==> src/rtl/skt_pkg.sv <==
// Shared types, codes and constants for the session keepalive table.
`timescale 1ns / 1ps
`default_nettype none

package skt_pkg;

    // Table size default and per-sweep result cap
    localparam int SLOTS_DEF   = 8;
    localparam int MAX_RESULTS = 8;

    // Field widths
    localparam int ID_W     = 16;
    localparam int TICK_W   = 32;
    localparam int SLOT_FW  = 6;
    localparam int COUNT_FW = 7;
    localparam int CFG_IDX_W = 2;

    // Register reset values
    localparam logic [TICK_W-1:0] PING_INTERVAL_RST = 32'd10000;
    localparam logic [TICK_W-1:0] PONG_TIMEOUT_RST  = 32'd5000;

    typedef logic [ID_W-1:0]     id_t;
    typedef logic [TICK_W-1:0]   tick_t;
    typedef logic [SLOT_FW-1:0]  slot_t;
    typedef logic [COUNT_FW-1:0] count_t;

    typedef enum logic [2:0] {
        OP_CONNECT    = 3'd0,
        OP_DISCONNECT = 3'd1,
        OP_DATA       = 3'd2,
        OP_PONG       = 3'd3,
        OP_PING       = 3'd4,
        OP_SWEEP      = 3'd5
    } op_t;

    typedef enum logic [1:0] {
        ST_OK      = 2'd0,
        ST_FULL    = 2'd1,
        ST_UNKNOWN = 2'd2
    } status_t;

    typedef enum logic [2:0] {
        ACT_NONE    = 3'd0,
        ACT_PING    = 3'd1,
        ACT_CLOSE   = 3'd2,
        ACT_ECHO    = 3'd3,
        ACT_DELIVER = 3'd4
    } action_t;

    typedef enum logic [CFG_IDX_W-1:0] {
        REG_PING_INTERVAL = 2'd0,
        REG_PONG_TIMEOUT  = 2'd1
    } reg_idx_t;

    typedef enum logic [1:0] {
        FSM_IDLE = 2'd0,
        FSM_SCAN = 2'd1,
        FSM_EMIT = 2'd2
    } fsm_t;

    // Controller to datapath strobes
    typedef struct packed {
        logic start;      // latch the input beat, rewind the scan
        logic advance;    // step to the next slot
        logic do_update;  // apply this opcode's change to the current slot
        logic load_pend;  // capture the current slot's result
        logic push_pend;  // move the held result to the output, not final
        logic emit_last;  // move held (or default) result to the output, final
    } cmd_t;

    // Datapath to controller status
    typedef struct packed {
        logic in_op_ok;   // opcode on the input beat is a defined one
        logic is_sweep;   // latched opcode is a sweep
        logic hit;        // current slot acts for the latched opcode
        logic at_end;     // current slot is the last one
        logic k_last;     // this sweep hit reaches the result cap
        logic pend_valid; // a result is held
        logic out_free;   // output register can take a beat this cycle
    } sts_t;

endpackage

`default_nettype wire

==> src/rtl/skt_ctrl.sv <==
// Controller state machine: accepts items, walks the scan, sequences result beats.
`timescale 1ns / 1ps
`default_nettype none

module skt_ctrl (
    input  wire logic          aclk,
    input  wire logic          aresetn,
    input  wire logic          s_axis_tvalid,
    output logic               s_axis_tready,
    output logic               cfg_ready,
    input  wire skt_pkg::sts_t sts,
    output skt_pkg::cmd_t      cmd
);

    skt_pkg::fsm_t state_reg;
    skt_pkg::fsm_t state_next;

    // State register
    always_ff @(posedge aclk) begin
        if (!aresetn) begin
            state_reg <= skt_pkg::FSM_IDLE;
        end else begin
            state_reg <= state_next;
        end
    end

    // Next state and strobes
    always_comb begin
        state_next    = state_reg;
        cmd           = '0;
        s_axis_tready = 1'b0;
        cfg_ready     = 1'b0;
        case (state_reg)
            skt_pkg::FSM_IDLE: begin
                // no item in flight: take an item beat or a register write
                s_axis_tready = aresetn;
                cfg_ready     = aresetn;
                if (aresetn && s_axis_tvalid && sts.in_op_ok) begin
                    cmd.start  = 1'b1;
                    state_next = skt_pkg::FSM_SCAN;
                end
            end
            skt_pkg::FSM_SCAN: begin
                if (sts.hit) begin
                    // a sweep with a held result needs room to push it first
                    if (!(sts.is_sweep && sts.pend_valid && !sts.out_free)) begin
                        cmd.do_update = 1'b1;
                        cmd.load_pend = 1'b1;
                        cmd.push_pend = sts.is_sweep && sts.pend_valid;
                        if (!sts.is_sweep || sts.at_end || sts.k_last) begin
                            state_next = skt_pkg::FSM_EMIT;
                        end else begin
                            cmd.advance = 1'b1;
                        end
                    end
                end else if (sts.at_end) begin
                    state_next = skt_pkg::FSM_EMIT;
                end else begin
                    cmd.advance = 1'b1;
                end
            end
            skt_pkg::FSM_EMIT: begin
                if (sts.out_free) begin
                    cmd.emit_last = 1'b1;
                    state_next    = skt_pkg::FSM_IDLE;
                end
            end
            default: begin
                state_next = skt_pkg::FSM_IDLE;
            end
        endcase
    end

endmodule

`default_nettype wire

==> src/rtl/skt_dp.sv <==
// Datapath: slot table, config registers, slot evaluation, held result and output register.
`timescale 1ns / 1ps
`default_nettype none

module skt_dp #(
    parameter int SLOTS = skt_pkg::SLOTS_DEF
) (
    input  wire logic                             aclk,
    input  wire logic                             aresetn,
    // input beat fields
    input  wire logic [2:0]                       in_op,
    input  wire skt_pkg::id_t                     in_id,
    input  wire skt_pkg::tick_t                   in_now,
    // config writes
    input  wire logic                             cfg_we,
    input  wire logic [skt_pkg::CFG_IDX_W-1:0]    cfg_addr,
    input  wire skt_pkg::tick_t                   cfg_data,
    // controller link
    input  wire skt_pkg::cmd_t                    cmd,
    output skt_pkg::sts_t                         sts,
    // result beat
    input  wire logic                             m_ready,
    output logic                                  m_valid,
    output skt_pkg::status_t                      m_status,
    output skt_pkg::action_t                      m_action,
    output skt_pkg::id_t                          m_target,
    output skt_pkg::slot_t                        m_slot,
    output skt_pkg::count_t                       m_count,
    output logic                                  m_last
);

    localparam int IDX_W = (SLOTS > 1) ? $clog2(SLOTS) : 1;
    localparam int CNT_W = $clog2(SLOTS + 1);
    localparam int K_W   = $clog2(skt_pkg::MAX_RESULTS + 1);
    localparam logic [IDX_W-1:0] LAST_IDX = IDX_W'(SLOTS - 1);
    localparam logic [K_W-1:0]   K_CAP    = K_W'(skt_pkg::MAX_RESULTS - 1);

    // Config registers
    skt_pkg::tick_t ping_interval_reg;
    skt_pkg::tick_t pong_timeout_reg;

    // Latched item
    logic [2:0]     op_reg;
    skt_pkg::id_t   id_reg;
    skt_pkg::tick_t now_reg;

    // Scan state
    logic [IDX_W-1:0] idx_reg;
    logic [IDX_W-1:0] idx_next;
    logic [K_W-1:0]   k_reg;
    logic [CNT_W-1:0] count_reg;
    logic [CNT_W-1:0] count_next;

    // Per-slot flags and table memories
    logic [SLOTS-1:0] used_reg;
    logic [SLOTS-1:0] wait_reg;
    skt_pkg::id_t     conn_mem [SLOTS];
    skt_pkg::tick_t   seen_mem [SLOTS];
    skt_pkg::id_t     conn_rd_reg;
    skt_pkg::tick_t   seen_rd_reg;

    // Held result
    logic              pend_valid_reg;
    skt_pkg::status_t  pend_status_reg;
    skt_pkg::action_t  pend_action_reg;
    skt_pkg::id_t      pend_target_reg;
    skt_pkg::slot_t    pend_slot_reg;
    skt_pkg::count_t   pend_count_reg;

    // Output register
    logic              out_valid_reg;
    skt_pkg::status_t  out_status_reg;
    skt_pkg::action_t  out_action_reg;
    skt_pkg::id_t      out_target_reg;
    skt_pkg::slot_t    out_slot_reg;
    skt_pkg::count_t   out_count_reg;
    logic              out_last_reg;

    // Slot evaluation
    logic           is_connect;
    logic           is_lookup;
    logic           is_sweep;
    logic           cur_used;
    logic           cur_wait;
    skt_pkg::tick_t elapsed;
    logic           close_due;
    logic           ping_due;
    logic           match;
    logic           hit;
    logic           frees_slot;
    logic           seen_we;
    logic           out_free;
    skt_pkg::action_t cur_action;
    skt_pkg::id_t     cur_target;

    assign is_connect = (op_reg == skt_pkg::OP_CONNECT);
    assign is_lookup  = (op_reg == skt_pkg::OP_DISCONNECT) || (op_reg == skt_pkg::OP_DATA) ||
                        (op_reg == skt_pkg::OP_PONG) || (op_reg == skt_pkg::OP_PING);
    assign is_sweep   = (op_reg == skt_pkg::OP_SWEEP);

    assign cur_used  = used_reg[idx_reg];
    assign cur_wait  = wait_reg[idx_reg];
    assign elapsed   = now_reg - seen_rd_reg;
    assign close_due = cur_used && cur_wait && (elapsed >= pong_timeout_reg);
    assign ping_due  = cur_used && !cur_wait && (elapsed >= ping_interval_reg);
    assign match     = cur_used && (conn_rd_reg == id_reg);

    always_comb begin
        hit = 1'b0;
        if (is_connect) begin
            hit = !cur_used;
        end else if (is_lookup) begin
            hit = match;
        end else if (is_sweep) begin
            hit = close_due || ping_due;
        end
    end

    // Result fields for the current slot
    always_comb begin
        cur_action = skt_pkg::ACT_NONE;
        cur_target = id_reg;
        case (op_reg)
            skt_pkg::OP_DATA:  cur_action = skt_pkg::ACT_DELIVER;
            skt_pkg::OP_PING:  cur_action = skt_pkg::ACT_ECHO;
            skt_pkg::OP_SWEEP: begin
                cur_action = close_due ? skt_pkg::ACT_CLOSE : skt_pkg::ACT_PING;
                cur_target = conn_rd_reg;
            end
            default: cur_action = skt_pkg::ACT_NONE;
        endcase
    end

    // Occupancy after this update
    assign frees_slot = (op_reg == skt_pkg::OP_DISCONNECT) || (is_sweep && close_due);
    always_comb begin
        count_next = count_reg;
        if (cmd.do_update) begin
            if (is_connect) begin
                count_next = count_reg + CNT_W'(1);
            end else if (frees_slot) begin
                count_next = count_reg - CNT_W'(1);
            end
        end
    end

    assign seen_we = cmd.do_update && (is_connect || ((op_reg != skt_pkg::OP_DISCONNECT) &&
                                                       is_lookup));

    // Scan index; the memory read follows the next index
    always_comb begin
        idx_next = idx_reg;
        if (cmd.start) begin
            idx_next = '0;
        end else if (cmd.advance) begin
            idx_next = idx_reg + IDX_W'(1);
        end
    end

    assign out_free = !out_valid_reg || m_ready;

    // Config registers
    always_ff @(posedge aclk) begin
        if (!aresetn) begin
            ping_interval_reg <= skt_pkg::PING_INTERVAL_RST;
            pong_timeout_reg  <= skt_pkg::PONG_TIMEOUT_RST;
        end else if (cfg_we) begin
            if (cfg_addr == skt_pkg::REG_PING_INTERVAL) begin
                ping_interval_reg <= cfg_data;
            end else if (cfg_addr == skt_pkg::REG_PONG_TIMEOUT) begin
                pong_timeout_reg <= cfg_data;
            end
        end
    end

    // Latched item fields
    always_ff @(posedge aclk) begin
        if (cmd.start) begin
            op_reg  <= in_op;
            id_reg  <= in_id;
            now_reg <= in_now;
        end
    end

    // Scan control, occupancy and slot flags
    always_ff @(posedge aclk) begin
        if (!aresetn) begin
            idx_reg   <= '0;
            k_reg     <= '0;
            count_reg <= '0;
            used_reg  <= '0;
            wait_reg  <= '0;
        end else begin
            idx_reg   <= idx_next;
            count_reg <= count_next;
            if (cmd.start) begin
                k_reg <= '0;
            end else if (cmd.do_update && is_sweep) begin
                k_reg <= k_reg + K_W'(1);
            end
            if (cmd.do_update) begin
                if (is_connect) begin
                    used_reg[idx_reg] <= 1'b1;
                    wait_reg[idx_reg] <= 1'b0;
                end else if (frees_slot) begin
                    used_reg[idx_reg] <= 1'b0;
                    wait_reg[idx_reg] <= 1'b0;
                end else if ((op_reg == skt_pkg::OP_DATA) || (op_reg == skt_pkg::OP_PONG)) begin
                    wait_reg[idx_reg] <= 1'b0;
                end else if (is_sweep) begin
                    wait_reg[idx_reg] <= 1'b1;
                end
            end
        end
    end

    // Table memories, registered read
    always_ff @(posedge aclk) begin
        if (cmd.do_update && is_connect) begin
            conn_mem[idx_reg] <= id_reg;
        end
        if (seen_we) begin
            seen_mem[idx_reg] <= now_reg;
        end
        conn_rd_reg <= conn_mem[idx_next];
        seen_rd_reg <= seen_mem[idx_next];
    end

    // Held result
    always_ff @(posedge aclk) begin
        if (!aresetn) begin
            pend_valid_reg <= 1'b0;
        end else if (cmd.start) begin
            pend_valid_reg <= 1'b0;
        end else if (cmd.load_pend) begin
            pend_valid_reg <= 1'b1;
        end
    end

    always_ff @(posedge aclk) begin
        if (cmd.load_pend) begin
            pend_status_reg <= skt_pkg::ST_OK;
            pend_action_reg <= cur_action;
            pend_target_reg <= cur_target;
            pend_slot_reg   <= skt_pkg::slot_t'(idx_reg);
            pend_count_reg  <= skt_pkg::count_t'(count_next);
        end
    end

    // Output register
    always_ff @(posedge aclk) begin
        if (!aresetn) begin
            out_valid_reg <= 1'b0;
        end else if (cmd.push_pend || cmd.emit_last) begin
            out_valid_reg <= 1'b1;
        end else if (m_ready) begin
            out_valid_reg <= 1'b0;
        end
    end

    always_ff @(posedge aclk) begin
        if (cmd.push_pend || (cmd.emit_last && pend_valid_reg)) begin
            out_status_reg <= pend_status_reg;
            out_action_reg <= pend_action_reg;
            out_target_reg <= pend_target_reg;
            out_slot_reg   <= pend_slot_reg;
            out_count_reg  <= pend_count_reg;
            out_last_reg   <= cmd.emit_last;
        end else if (cmd.emit_last) begin
            // no slot acted: table full, unknown id, or a quiet sweep
            out_action_reg <= skt_pkg::ACT_NONE;
            out_slot_reg   <= '0;
            out_count_reg  <= skt_pkg::count_t'(count_reg);
            out_last_reg   <= 1'b1;
            if (is_connect) begin
                out_status_reg <= skt_pkg::ST_FULL;
                out_target_reg <= id_reg;
            end else if (is_lookup) begin
                out_status_reg <= skt_pkg::ST_UNKNOWN;
                out_target_reg <= id_reg;
            end else begin
                out_status_reg <= skt_pkg::ST_OK;
                out_target_reg <= '0;
            end
        end
    end

    // Status to the controller
    always_comb begin
        sts            = '0;
        sts.in_op_ok   = (in_op <= skt_pkg::OP_SWEEP);
        sts.is_sweep   = is_sweep;
        sts.hit        = hit;
        sts.at_end     = (idx_reg == LAST_IDX);
        sts.k_last     = (k_reg == K_CAP);
        sts.pend_valid = pend_valid_reg;
        sts.out_free   = out_free;
    end

    assign m_valid  = out_valid_reg;
    assign m_status = out_status_reg;
    assign m_action = out_action_reg;
    assign m_target = out_target_reg;
    assign m_slot   = out_slot_reg;
    assign m_count  = out_count_reg;
    assign m_last   = out_last_reg;

endmodule

`default_nettype wire

==> src/rtl/session_keepalive_table.sv <==
// Top level of the connection keepalive table: stream ports, config port, controller and datapath.
//
//  Channel   Direction  Beat contents
//  s_axis    in         tuser: opcode; tdata: conn_id, now
//  m_axis    out        tuser: status, action; tdata: target_id, slot, active_count; tlast
//  cfg       in         cfg_addr: register index; cfg_data: 32-bit value
//
// One item at a time. An item is accepted, then the scan visits the slots in order
// (connect and lookups stop at the first hit slot, a sweep walks all SLOTS or
// stops at its result cap), then the final beat is posted.
// Reset is synchronous, active low; it empties the table and reloads registers.
// Register writes are taken only between items; no port is ready during reset.
// A stalled m_axis holds a sweep when a result has nowhere to go, and holds the final beat.
`timescale 1ns / 1ps
`default_nettype none

module session_keepalive_table #(
    parameter int SLOTS = skt_pkg::SLOTS_DEF
) (
    input  wire logic        aclk,
    input  wire logic        aresetn,
    // input items
    input  wire logic        s_axis_tvalid,
    output logic             s_axis_tready,
    input  wire logic [47:0] s_axis_tdata,   // [15:0] conn_id, [47:16] now
    input  wire logic [2:0]  s_axis_tuser,   // [2:0] opcode
    // result items
    output logic             m_axis_tvalid,
    input  wire logic        m_axis_tready,
    output logic [31:0]      m_axis_tdata,   // [15:0] target_id, [21:16] slot,
                                             // [28:22] active_count, [31:29] zero
    output logic [4:0]       m_axis_tuser,   // [1:0] status, [4:2] action
    output logic             m_axis_tlast,
    // register writes
    input  wire logic        cfg_valid,
    output logic             cfg_ready,
    input  wire logic [skt_pkg::CFG_IDX_W-1:0] cfg_addr,
    input  wire logic [31:0] cfg_data
);

    skt_pkg::cmd_t    cmd;
    skt_pkg::sts_t    sts;
    skt_pkg::status_t m_status;
    skt_pkg::action_t m_action;
    skt_pkg::id_t     m_target;
    skt_pkg::slot_t   m_slot;
    skt_pkg::count_t  m_count;

    skt_ctrl u_ctrl (
        .aclk          (aclk),
        .aresetn       (aresetn),
        .s_axis_tvalid (s_axis_tvalid),
        .s_axis_tready (s_axis_tready),
        .cfg_ready     (cfg_ready),
        .sts           (sts),
        .cmd           (cmd)
    );

    skt_dp #(
        .SLOTS (SLOTS)
    ) u_dp (
        .aclk     (aclk),
        .aresetn  (aresetn),
        .in_op    (s_axis_tuser),
        .in_id    (s_axis_tdata[15:0]),
        .in_now   (s_axis_tdata[47:16]),
        .cfg_we   (cfg_valid && cfg_ready),
        .cfg_addr (cfg_addr),
        .cfg_data (cfg_data),
        .cmd      (cmd),
        .sts      (sts),
        .m_ready  (m_axis_tready),
        .m_valid  (m_axis_tvalid),
        .m_status (m_status),
        .m_action (m_action),
        .m_target (m_target),
        .m_slot   (m_slot),
        .m_count  (m_count),
        .m_last   (m_axis_tlast)
    );

    // Beat packing
    assign m_axis_tdata = {3'b000, m_count, m_slot, m_target};
    assign m_axis_tuser = {m_action, m_status};

endmodule

`default_nettype wire
==> config.mk <==
export PLATFORM = sky130hd
export DESIGN_NAME = session_keepalive_table
export DESIGN_NICKNAME = d
export VERILOG_FILES = /design/src/rtl/skt_pkg.sv /design/src/rtl/skt_ctrl.sv /design/src/rtl/skt_dp.sv /design/src/rtl/session_keepalive_table.sv
export SDC_FILE = /design/constraint.sdc
export NUM_CORES = 1
export LEC_CHECK = 0
export ABC_AREA = 1
export BUFFER_PORTS_ARGS = -buffer_cell sky130_fd_sc_hd__clkbuf_2
export CORE_ASPECT_RATIO = 0.7
export CORE_UTILIZATION = 30
export DETAILED_ROUTE_END_ITERATION = 10
export SLEW_MARGIN = 10
export SYNTH_ARGS = -nofsm -noshare
export SYNTH_HDL_FRONTEND = slang
export SYNTH_SLANG_ARGS = --single-unit
==> constraint.sdc <==
create_clock -name aclk -period 6.5 [get_ports aclk]
set_input_delay 0.65 -clock aclk [delete_from_list [all_inputs] [get_ports aclk]]
set_output_delay 0.65 -clock aclk [all_outputs]
set_load 0.02 [all_outputs]
# Word level (Yosys, flattened, before mapping)
# Memory sizes are Yosys's and may differ from the RTL's. A register that Yosys moved wholly into a read port is not among the register bits.
# Cells that the tools add are included.
[totals] register_bits=201 wordCells=168 in_bits=90 out_inout_bits=41 mem_count=2 ram_bits=384
[mem_list] memory="u_dp.seen_mem" words=8 word_bits=32 rd=1 rd_ports_with_merged_regs=1 wr=1 line_no="skt_dp.sv:58" rtl="skt_pkg::tick_t seen_mem [SLOTS];"
[mem_list] memory="u_dp.conn_mem" words=8 word_bits=16 rd=1 rd_ports_with_merged_regs=1 wr=1 line_no="skt_dp.sv:57" rtl="skt_pkg::id_t conn_mem [SLOTS];"
[op_classes] n_reduce_logical=47 bitwise_logic=7 addsub=5 muxes=62 order_cmp=5 eq_ne=17
[ops] op="2-to-1 mux 16 bit" count=5
[ops] op=">= comparator 32 bit" count=2
[ops] op="2-to-1 mux 8 bit" count=6
[ops] op="subtractor 32 bit" count=1
[ops] op="2-to-1 mux 4 bit" count=7
[ops] op="2-to-1 mux 1 bit" count=22
[ops] op="2-to-1 mux 3 bit" count=7
[ops] op="2-to-1 mux 2 bit" count=10
[ops] op="logical AND 1 bit" count=17
[ops] op="bitwise AND 8 bit" count=2
[ops] op="equality test 16 bit" count=1
[ops] op="bitwise OR 8 bit" count=2
[ops] op="logical OR 1 bit" count=12
[ops] op="equality test 3 bit, second input constant" count=3
[ops] op="case mux 3 bit (3 select lines)" count=1
[ops] op="adder 4 x 1 -> 4 bit, second input constant" count=2
[ops] op="inverter 8 bit" count=1
[ops] op="binary-select mux 1 bit (select 3 bit)" count=2
[ops] op="equality test 3 x 2 -> 1 bit, second input constant" count=2
[ops] op="inequality test 3 x 1 -> 1 bit, second input constant" count=2
[ops] op="inequality test 3 bit, second input constant" count=2
[ops] op="case mux 2 bit (3 select lines)" count=1
[ops] op="AND reduction 2 bit" count=3
[ops] op="nonzero test 2 bit" count=3
[ops] op="other kinds (19)" count=27

# Depth between registers and ports, before layout
[depth] ltp_word=14 depth_mapped=40 depth_no_buf=38

# Cells and area by module
# A second synthesis with hierarchy kept.
[hier_totals] hier_cells=2540 area_unflattened_um2=27068.5
[modules_own_cells] mod="skt_dp" seq_area_each_um2=17536.8 area_per_inst_um2=26768.2 n_inst=1 cells_each=2483
[modules_own_cells] mod="skt_ctrl" seq_area_each_um2=40.0 area_per_inst_um2=266.5 n_inst=1 cells_each=51
[modules_own_cells] mod="session_keepalive_table" seq_area_each_um2=0.0 area_per_inst_um2=33.8 n_inst=1 cells_each=6

# Worst setup path after synthesis
# No wires, ideal clock.
[synth_timing] path_type="register to register" from="register u_dp.now_reg[2]" to="memory u_dp.seen_mem[0][0] in the netlist's numbering (enable)" period_less_slack_ps=6874 required_time_ps=6079 slack_ps=-374 path_buffers=0 arrival_time_ps=6453 setup_ps=421 path_stages_with_launch=26 cell_sequence="edfxtp_1 ha_1 a21oi_1 nand2_1 a21oi_1 o21ai_1 a21boi_0 o21ai_1 a21boi_0 o21ai_1 a21boi_0 o21ai_1 xor2_1 ha_1 nand2_1 o21ai_0 nand2_1 o211ai_1 nor2_1 nand2_1 nand3_2 nand2_1 nand2_2 a21oi_2 o21ai_1 nor2_1"
[synth_between] elab_chain_cells=12 word_cells_on_any_way=14 classes_between="add/sub (1); order compare (2); mux (7); reduce/logical (4)"
[synth_rtl] element="from (decl)" line_no="skt_dp.sv:45" rtl="skt_pkg::tick_t now_reg;"
[synth_rtl] element="from (signal assigned)" line_no="skt_dp.sv:181" rtl="now_reg <= in_now;"
[synth_rtl] element="subtractor 32 bit *" line_no="skt_dp.sv:103" rtl="assign elapsed = now_reg - seen_rd_reg;"
[synth_rtl] element=">= comparator 32 bit, on equally long branches" line_no="skt_dp.sv:104, skt_dp.sv:105"
[synth_rtl] element="logical AND 1 bit, on equally long branches" line_no="skt_dp.sv:104, skt_dp.sv:105"
[synth_rtl] element="logical OR 1 bit *" line_no="skt_dp.sv:115" rtl="hit = close_due || ping_due;"
[synth_rtl] element="2-to-1 mux 1 bit *" line_no="skt_dp.sv:114" rtl="end else if (is_sweep) begin"
[synth_rtl] element="2-to-1 mux 1 bit *" line_no="skt_dp.sv:112" rtl="end else if (is_lookup) begin"
[synth_rtl] element="2-to-1 mux 1 bit *" line_no="skt_dp.sv:110" rtl="if (is_connect) begin"
[synth_rtl] element="2-to-1 mux 3 bit *" line_no="skt_ctrl.sv:44" rtl="if (sts.hit) begin"
[synth_rtl] element="2-to-1 mux 4 bit *" line_no="skt_ctrl.sv:33" rtl="case (state_reg)"
[synth_rtl] element="logical AND 1 bit *" line_no="skt_dp.sv:147" rtl="assign seen_we = cmd.do_update && (is_connect || ((op_reg != skt_pkg::OP_DISCONNECT) &&"
[synth_rtl] element="2-to-1 mux 1 bit *" line_no="skt_dp.sv:222" rtl="if (seen_we) begin"
[synth_rtl] element="2-to-1 mux 1 bit (not written as such) *" line_no="skt_dp.sv:223" rtl="seen_mem[idx_reg] <= now_reg;"
[synth_rtl] element="to (decl)" line_no="skt_dp.sv:58"
# Mark *: on every way between the ends. The rest lies on a longest branch, timed or not.

# Final worst setup path
[layout_timing] from="register u_dp.now_reg[2]" to="register u_dp.seen_rd_reg[6] (read register of u_dp.seen_mem)"
[layout_between] elab_chain_cells=11 word_cells_on_any_way=13 classes_between="add/sub (1); order compare (2); mux (7); reduce/logical (3)"
[layout_rtl] element="subtractor 32 bit *" line_no="skt_dp.sv:103"
[layout_rtl] element=">= comparator 32 bit, on equally long branches" line_no="skt_dp.sv:104, skt_dp.sv:105"
[layout_rtl] element="logical AND 1 bit, on equally long branches" line_no="skt_dp.sv:104, skt_dp.sv:105"
[layout_rtl] element="logical OR 1 bit *" line_no="skt_dp.sv:115"
[layout_rtl] element="2-to-1 mux 1 bit *" line_no="skt_dp.sv:114"
[layout_rtl] element="2-to-1 mux 1 bit *" line_no="skt_dp.sv:112"
[layout_rtl] element="2-to-1 mux 1 bit *" line_no="skt_dp.sv:110"
[layout_rtl] element="2-to-1 mux 1 bit *" line_no="skt_ctrl.sv:44"
[layout_rtl] element="2-to-1 mux 4 bit *" line_no="skt_ctrl.sv:33"
[layout_rtl] element="2-to-1 mux 3 bit *" line_no="skt_dp.sv:155" rtl="end else if (cmd.advance) begin"
[layout_rtl] element="2-to-1 mux 3 bit *" line_no="skt_dp.sv:153" rtl="if (cmd.start) begin"
[layout_rtl] element="to (decl)" line_no="skt_dp.sv:60" rtl="skt_pkg::tick_t seen_rd_reg;"
# Marked as above.
# A chain may end at the register's enable or synchronous reset.

==> metrics.yaml <==
cts_buffers: 69
grt_max_degree: 121
ios: 131
relSlewSlack: 0.249
crit_path_frequent_cell: "nand2_1"
rows: 95
drc_errors: 0
dr.pass1.iters: 5
start_util: 0.305
routed_wirelength_mm: 79.9
slew_violations: 0
crit_buf_inv: 2
fmax_mhz: 169
cp_max_fo: 41
rsz0062_at_grt: "false"
ys_seq_elements: 633
finalPower_mw: 11.3
synth_area_leaders: "edfxtp_1, dfxtp_1, nand2_1"
largest_reg_flops: 256
fin_skew_ns: 0.0170
syn-cell-area_sq_um: 29600
seq_area_frac_synth: 0.594
power_density_nw_per_um2: 331
syn_to_final_growth_pct: 15.4
arrival_ns: 6.49
grt_antenna_before_repair: 0
htreeDepth: 3
core_sq_um: 96900
fin_crit_sh: 0.912
worstSetupEndpointType: "register"
worst-setup-path-type: "register to register"
ir_drop_mv: 0.191
worst_slew_pin_slew_ns: 1.13
regMostFlops: "u_dp.seen_mem"
hold_buffers: 0
fp.dieW_um: 377
worst_path_max_delay_cell: "buf_4"
synth_top_area_share: 0.497
synth.avg_cell_area_sq_um: 9.54
vias: 21451
yosysTopAreaCell: "edfxtp_1"
status: "finished clean"
nNetsFinal: 3389
first_global_vias: 20190
port_buffers: 121
clockRootBuffer: "clkbuf_16"
via_per_inst: 4.70
antenna_cells: 0
setup_violations: 0
grt_usage: 0.157
hold_path.class: "primary input to register"
post_drt_wl_per_cell_um: 17.5
slowest_delay_ns: 0.50
cts_buffer_depth: 3
cts_tree: "built"
reg.largest.list: "u_dp.seen_mem x256, u_dp.conn_mem x128"
die_area_sq_um: 99900
path_clk_slew_ns: 0.06
die_h_um: 265
drive_gt1_frac: 0.0974
yosys_warnings: 0
max_cap_viol_count: 0
final_cell_mix: "nand2_1, inv_1, edfxtp_1"
start_kind: "register"
critPathRequiredTime_ns: 7.06
synth_cell_types: 44
clk_latency_ns: 0.63
leakagePower_nw: 14.6
period_minus_slack_ns: 5.93
place_area_sq_um: 31800
gp_congestion: 0.882
dpl.hpwl_mm: 47.6
design_area_sq_um: 34100
path_delay_family: "compound AO/OA/AOI/OAI gates"
grt_first_pass_wirelength_mm: 121
hold_viol_final: 0
layout_commonest_cell: "nand2_1"
numClockSinks: 633
antenna_left: 0
overflow: 0
initialDrtViolationCount: 1851
synthCells: 3101
## routing by layer
metal	wire, um	vias up	global-route usage
met5	0	-	0
met4	1240	0	0.0359
met3	5740	79	0.0327
met2	32500	685	0.220
met1	40400	10241	0.244
li1	-	10446	-
## worst reg2reg max path, delay by kind of cell (launching register included)
family	cells	cell delay, ns
AOI/OAI and AO/OA	11	1.97
xor gates and xnor gates	1	0.26
adders and majority gates	2	0.67
buffers and inverters	2	0.57
DFF	1	0.49
and+or+nand+nor	17	1.91
## path summary, 6_finish.rpt
kind | start | endpoint | slack [ns] | cells after the start
max | u_dp.now_reg[2] | u_dp.seen_rd_reg[6] | 0.57 | 33
min | s_axis_tdata[3] | u_dp.id_reg[3] | 0.20 | 1
max reg2reg | u_dp.now_reg[2] | u_dp.seen_rd_reg[6] | 0.57 | 33
min reg2reg | u_dp.ping_interval_reg[3] | u_dp.ping_interval_reg[3] | 0.46 | 2
## through the flow
step	TNS (ns)	cells	hold slack, ns	setup WS (ns)	util
final	0	4563	0.196	0.570	0.352
after global routing	0	4563	0.172	0.0605	0.352
after CTS	0	4559	0.161	0.472	0.351
after detailed placement	0	4432	0.452	0.514	0.328
after global placement	0	4432	0.451	0.560	0.328
after floorplan	-95.87	3109	0.435	-0.374	-
## cell usage after synthesis, drive strengths merged
cell type,count
buf,97
o21a,4
nor2,118
nand2,688
inv,595
ha,100
or2,8
a21boi,3
or3,1
nand4,202
a2111oi,2
and2,1
xor2,23
fa,1
o21bai,3
edfxtp,490
a31oi,6
a21oi,144
xnor2,22
nand3,231
clkbuf,61
o221ai,1
o21ai,101
a211oi,27
a21o,1
dfxtp,143
nor3,16
o31ai,4
conb,1
clkinv,1
o211ai,3
nor4,3
## layout make-up
type	count	area, sq um
inverters	596	2240
clock inverters	39	443
flip-flops and latches	633	17600
multi-input cells	1723	9130
clock buffers	88	1820
fillers	9696	62700
well taps	1309	1640
repair buffers	175	1280
## logic make-up (layout without fill, tap and decap cells)
logic type	after synthesis	count (layout)	share of synthesized area
simple gates	1268	1269	0.191
other cells	1	9	0.000127
buf+inv	754	898	0.103
xor+xnor	45	45	0.0133
flops	633	633	0.594
compound gates	299	299	0.0553
fa+ha+maj	101	101	0.0430
## report_power, final
group	internal [mW]	switching, mW	leakage, nW
Sequential	4.51	0.111	5.60
Combinational	0.919	1.79	7.95
Clock	2.29	1.68	1.09
Total	7.71	3.58	14.6
## timing repair
| item | CTS | global route |
|---|---|---|
| gates resized for setup | 0 | 8 |
| endpoints found under the setup margin | 0 | 106 |
| buffers inserted | 0 | 2 |
Power figures use the tool's default switching activity.
